`config.mk`:
```
export PLATFORM = sky130hd
export DESIGN_NAME = lpr_predict
export DESIGN_NICKNAME = d
export VERILOG_FILES = /design/src/lpr_pkg.sv /design/src/lpr_predict.sv
export SDC_FILE = /design/constraint.sdc
export NUM_CORES = 1
export LEC_CHECK = 0
export ABC_AREA = 1
export BUFFER_PORTS_ARGS = -buffer_cell sky130_fd_sc_hd__buf_2
export CAP_MARGIN = 10
export CORE_MARGIN = 2
export CORE_UTILIZATION = 25
export DETAILED_ROUTE_END_ITERATION = 10
export PLACE_DENSITY = 0.38
export RECOVER_POWER = 100
export SLEW_MARGIN = 5
export SYNTH_ARGS = -nofsm -noshare
export SYNTH_HDL_FRONTEND = slang
export SYNTH_SLANG_ARGS = --single-unit
export TNS_END_PERCENT = 30
```
`constraint.sdc`:
```
create_clock -name vclk -period 3.3
set_input_delay 0.33 -clock vclk [all_inputs]
set_output_delay 0.33 -clock vclk [all_outputs]
set_load 0.02 [all_outputs]
```
`src/lpr_pkg.sv`:
```
// ----------------------------------------------------------------------------
// lpr_pkg
// Shared types and constants of the lossless predictor residual block.
// ----------------------------------------------------------------------------
package lpr_pkg;

  localparam int unsigned CH_W   = 8;
  localparam int unsigned PIX_W  = 3 * CH_W;
  localparam int unsigned RW_W   = 13;
  localparam int unsigned PS_W   = 3;
  localparam int unsigned CFG_AW = 1;
  localparam int unsigned CFG_DW = RW_W;

  typedef enum logic [PS_W-1:0] {
    PRED_W      = 3'd0,
    PRED_N      = 3'd1,
    PRED_NW     = 3'd2,
    PRED_GRAD   = 3'd3,
    PRED_N_HALF = 3'd4,
    PRED_W_HALF = 3'd5,
    PRED_AVG    = 3'd6,
    PRED_MED    = 3'd7
  } pred_sel_t;

  typedef enum logic [CFG_AW-1:0] {
    REG_ROW_WIDTH   = 1'b0,
    REG_PRED_SELECT = 1'b1
  } cfg_reg_t;

  typedef logic [CH_W-1:0] chan_t;

endpackage

```
`src/lpr_predict.sv`:
```
// ----------------------------------------------------------------------------
// lpr_predict
// Prediction of one color channel from its W, N and NW neighbors.
// ----------------------------------------------------------------------------
module lpr_predict
  import lpr_pkg::*;
(
  input  chan_t     n,
  input  chan_t     w,
  input  chan_t     nw,
  input  pred_sel_t sel,
  output chan_t     pred
);

  logic signed [CH_W+1:0] sn;
  logic signed [CH_W+1:0] sw;
  logic signed [CH_W+1:0] snw;
  logic signed [CH_W+1:0] d_wnw;
  logic signed [CH_W+1:0] d_nnw;
  logic signed [CH_W+1:0] h_wnw;
  logic signed [CH_W+1:0] h_nnw;
  logic signed [CH_W+1:0] grad;
  logic signed [CH_W+1:0] sum_nw;
  logic        [CH_W-1:0] hi;
  logic        [CH_W-1:0] lo;
  logic signed [CH_W+1:0] p;

  always_comb begin
    sn     = $signed({2'b00, n});
    sw     = $signed({2'b00, w});
    snw    = $signed({2'b00, nw});
    d_wnw  = sw - snw;
    d_nnw  = sn - snw;
    // halve toward zero
    h_wnw  = (d_wnw + (d_wnw[CH_W+1] ? 10'sd1 : 10'sd0)) >>> 1;
    h_nnw  = (d_nnw + (d_nnw[CH_W+1] ? 10'sd1 : 10'sd0)) >>> 1;
    grad   = sn + sw - snw;
    sum_nw = sn + sw;
    hi     = (n > w) ? n : w;
    lo     = (n > w) ? w : n;
    unique case (sel)
      PRED_W:      p = sw;
      PRED_N:      p = sn;
      PRED_NW:     p = snw;
      PRED_GRAD:   p = grad;
      PRED_N_HALF: p = sn + h_wnw;
      PRED_W_HALF: p = sw + h_nnw;
      PRED_AVG:    p = sum_nw >>> 1;
      PRED_MED: begin
        if (nw >= hi) begin
          p = $signed({2'b00, lo});
        end else if (nw <= lo) begin
          p = $signed({2'b00, hi});
        end else begin
          p = grad;
        end
      end
      default:     p = sw;
    endcase
    pred = p[CH_W-1:0];
  end

endmodule

```
==> summary.md <==
| Metric | Value |
|---|---|
| Highest clock rate | `258 MHz` |
| Area grow syn2layout | `78.3%` |
| All-Layer GR Usage | `21.3%` |
| Final-stage net count | `around 1000` |
| P_int | `about 0.001 W` |
| Hold_buf cts | `0` |
| Synth Warn # | `0` |
| Routed WL per cell | `15.5 µm` |
| Crit path required time | `roughly 3000 ps` |
| Largest net degree at the start of global routing | `10` |
| Vias per inst | `4.52` |
| Seq_cells | `0` |
| Status | `finished, violations left` |
| Slew @ Worst Pin | `586 ps` |
| Switch Pwr | `roughly 0.0010 W` |
| End of the worst hold path | `pred[1]` |
| Hold crit path type | `in2out` |
| Post-Synthesis Cells | `669` |
| Crit path launch type | `input port` |
| Share of layout cells above drive strength 1 | `between 40% and 50%` |
| Peak per-stage delay on the critical path | `250 ps` |
| Syn nets | `a little under 800` |
| Antenna Cells | `0` |
| Slew HR | `approximately three fifths` |
| Hold path start | `w[1]` |
| Filler cell count | `between 1500 and 2000` |
| Initial Utilization | `roughly 26%` |
| Worst hold stages | `5` |
| CP max stage cell | `ha_4` |
| Unrepaired setup endpoints after global routing | `yes` |
| Post-layout min period | `slightly below 4000 ps` |
| Grt ovf | `0` |
| WL final | `roughly 18000 µm` |
| Net Sw Frac | `roughly half` |
| Post-DP HPWL | `14900 µm` |
| Setup WS post-layout | `-583 ps` |
| CP Capture Type | `output pin` |
| Initial antenna violation count | `0` |
| Clock power frac | `0%` |
| Die Y | `between 100 and 150 µm` |
| Synthesized area per cell | `between 5 and 6 µm²` |
| DIE WIDTH | `around 130 µm` |
| Final period utilization | `118%` |
| Endpoints failing setup | `8` |
| Kind of critical path | `in2out` |
| Total I/O pin count | `35` |
| Pre-CTS setup slack | `-1030 ps` |
| CLK BUF | `0` |
| Max-cap check violation count | `0` |
| IO Port Bufs | `35` |
| Row Count | `45` |
| Pins Over Slew Limit | `0` |
| Logic pwr share | `100.0%` |
| Cell with the most instances on the worst path | `buf_4` |
| Core area | `~0.015 mm²` |
| Netlist Area Pre-Place | `between 0.003 and 0.004 mm²` |
| Post-synth cell types | `47` |
| Multi-input logic area | `0.00416 mm²` |
| Layout Cells excl Fill | `1145` |
| Drc violations | `0` |
| Leak | `around 3.6 nW` |
| Die area | `0.0167 mm²` |
| Failing checks | `negative setup slack` |
| 1st-pass router iterations | `4` |
| DR vias | `5178` |
| Sequential area share after synthesis | `0%` |
| P per Cell Area | `between 200 and 300 mW/mm²` |
| Crit path max fanout | `4` |
| Placer congestion estimate | `0.887` |
| VDD IR-drop max | `0.134 mV` |
| Initial DRC count | `170` |
| Fin Setup TNS | `-4350 ps` |
| Final Hold Fails | `0` |
| Vias in the first global route | `5269` |
| Global-route wire length before repair | `27600 µm` |
| CP arrival | `3550 ps` |
| Seq pwr share | `0%` |
| Post-route ant nets | `0` |
| Register area | `0 µm²` |
| Inst Count DP | `around 1100` |
==> critical path: cells and delay by family <==
kind	cells	cell delay, ps
XOR/XNOR	1	140
AO/OA/AOI/OAI	1	160
AND/OR/NAND/NOR	6	530
adder cells (fa/ha/maj)	1	250
buffers and inverters	17	2140
==> cells by family (layout without fill, tap and decap cells) <==
logic type	Yosys count	count (layout)	share of synthesized area [%]
buffers and inverters	138	400	14.3
AOI/OAI and AO/OA	116	116	18.9
adders and majority gates	77	77	25.7
xor gates and xnor gates	23	23	5.14
and+or+nand+nor	315	318	35.9
==> routing by layer <==
| metal | up-vias | GRT usage (%) | part of all wire (%) |
|---|---|---|---|
| li1 | 2726 | - | - |
| met1 | 2363 | 28.7 | 48 |
| met5 | - | 0 | 0 |
| met4 | 0 | 4.28 | 1.5 |
| met2 | 69 | 38.2 | 49 |
| met3 | 20 | 0.537 | 1.9 |
==> worst max-delay path by stage <==
stage,start,to,slack (ps)
final,nw[7],pred[7],-580
after floorplan,n[0],pred[6],-180
after detailed placement,nw[7],pred[7],-1030
after CTS,nw[7],pred[7],-670
after global routing,nw[4],pred[7],-790
after global placement,nw[5],pred[7],-1050
==> synth_stat cells (all sizes together), types with 3 or more instances <==
cell type / count / share of area, %
o21bai: 6 / 1.1
nor2: 50 / 4.9
a31oi: 3 / 0.48
o211ai: 8 / 2.4
nor3: 7 / 1.7
fa: 6 / 3.1
inv: 133 / 13
nand2: 182 / 18
nand4: 13 / 2.2
xnor2: 9 / 2.0
nand3: 51 / 6.6
ha: 71 / 23
o21ai: 34 / 5.2
xor2: 14 / 3.1
or2: 8 / 1.3
a21oi: 49 / 6.4
buf: 4 / 1.1
==> stage by stage <==
| step | power [W] | hold slack, ps | area (µm²) | util (%) |
|---|---|---|---|---|
| final | 0.00202 | 1250 | 6990 | 45.8 |
| after global routing | 0.00222 | 1290 | 6990 | 45.8 |
| after CTS | 0.00181 | 1240 | 6440 | 42.2 |
| after detailed placement | 0.00162 | 1240 | 5820 | 38.2 |
| after global placement | 0.00162 | 1240 | 5820 | 38.2 |
| after floorplan | 0.000898 | 820 | 3970 | - |
==> final cells by class <==
class,count,share of cell area (%)
multi-input combinational,534,59.4
timing repair buffer,266,29.1
inverter,134,7.66
tap,211,3.78
==> timing repair <==
item,CTS,global route
endpoints found under the setup margin,8,8
gates cloned,1,2
resized for setup,83,90
pin swaps,45,76
buffers inserted,27,12
==> cell usage in the layout, fill, tap and decap left out, types with 5 or more instances in the layout <==
| master | count |
|---|---|
| nand3_2 | 10 |
| nand4_1 | 12 |
| or2_2 | 6 |
| o21ai_1 | 8 |
| nor2_2 | 9 |
| nor2_1 | 38 |
| nand3_1 | 40 |
| o211ai_2 | 7 |
| nand2_1 | 150 |
| xnor2_1 | 7 |
| o21ai_2 | 13 |
| a21oi_2 | 19 |
| o21ai_0 | 11 |
| buf_6 | 9 |
| buf_2 | 19 |
| ha_1 | 46 |
| xor2_1 | 11 |
| nand2_2 | 29 |
| a21oi_1 | 28 |
| ha_4 | 24 |
| buf_4 | 232 |
| inv_2 | 17 |
| clkinvlp_4 | 5 |
| inv_1 | 111 |
==> power by group through the flow <==
stage                     Combinational, W  Sequential (W)  Clock, W
after floorplan                   0.000898               0         0
after global placement             0.00162               0         0
after detailed placement           0.00162               0         0
after CTS                          0.00181               0         0
after global routing               0.00222               0         0
final                              0.00202               0         0
No activity file was read; power rests on OpenSTA's default activity.
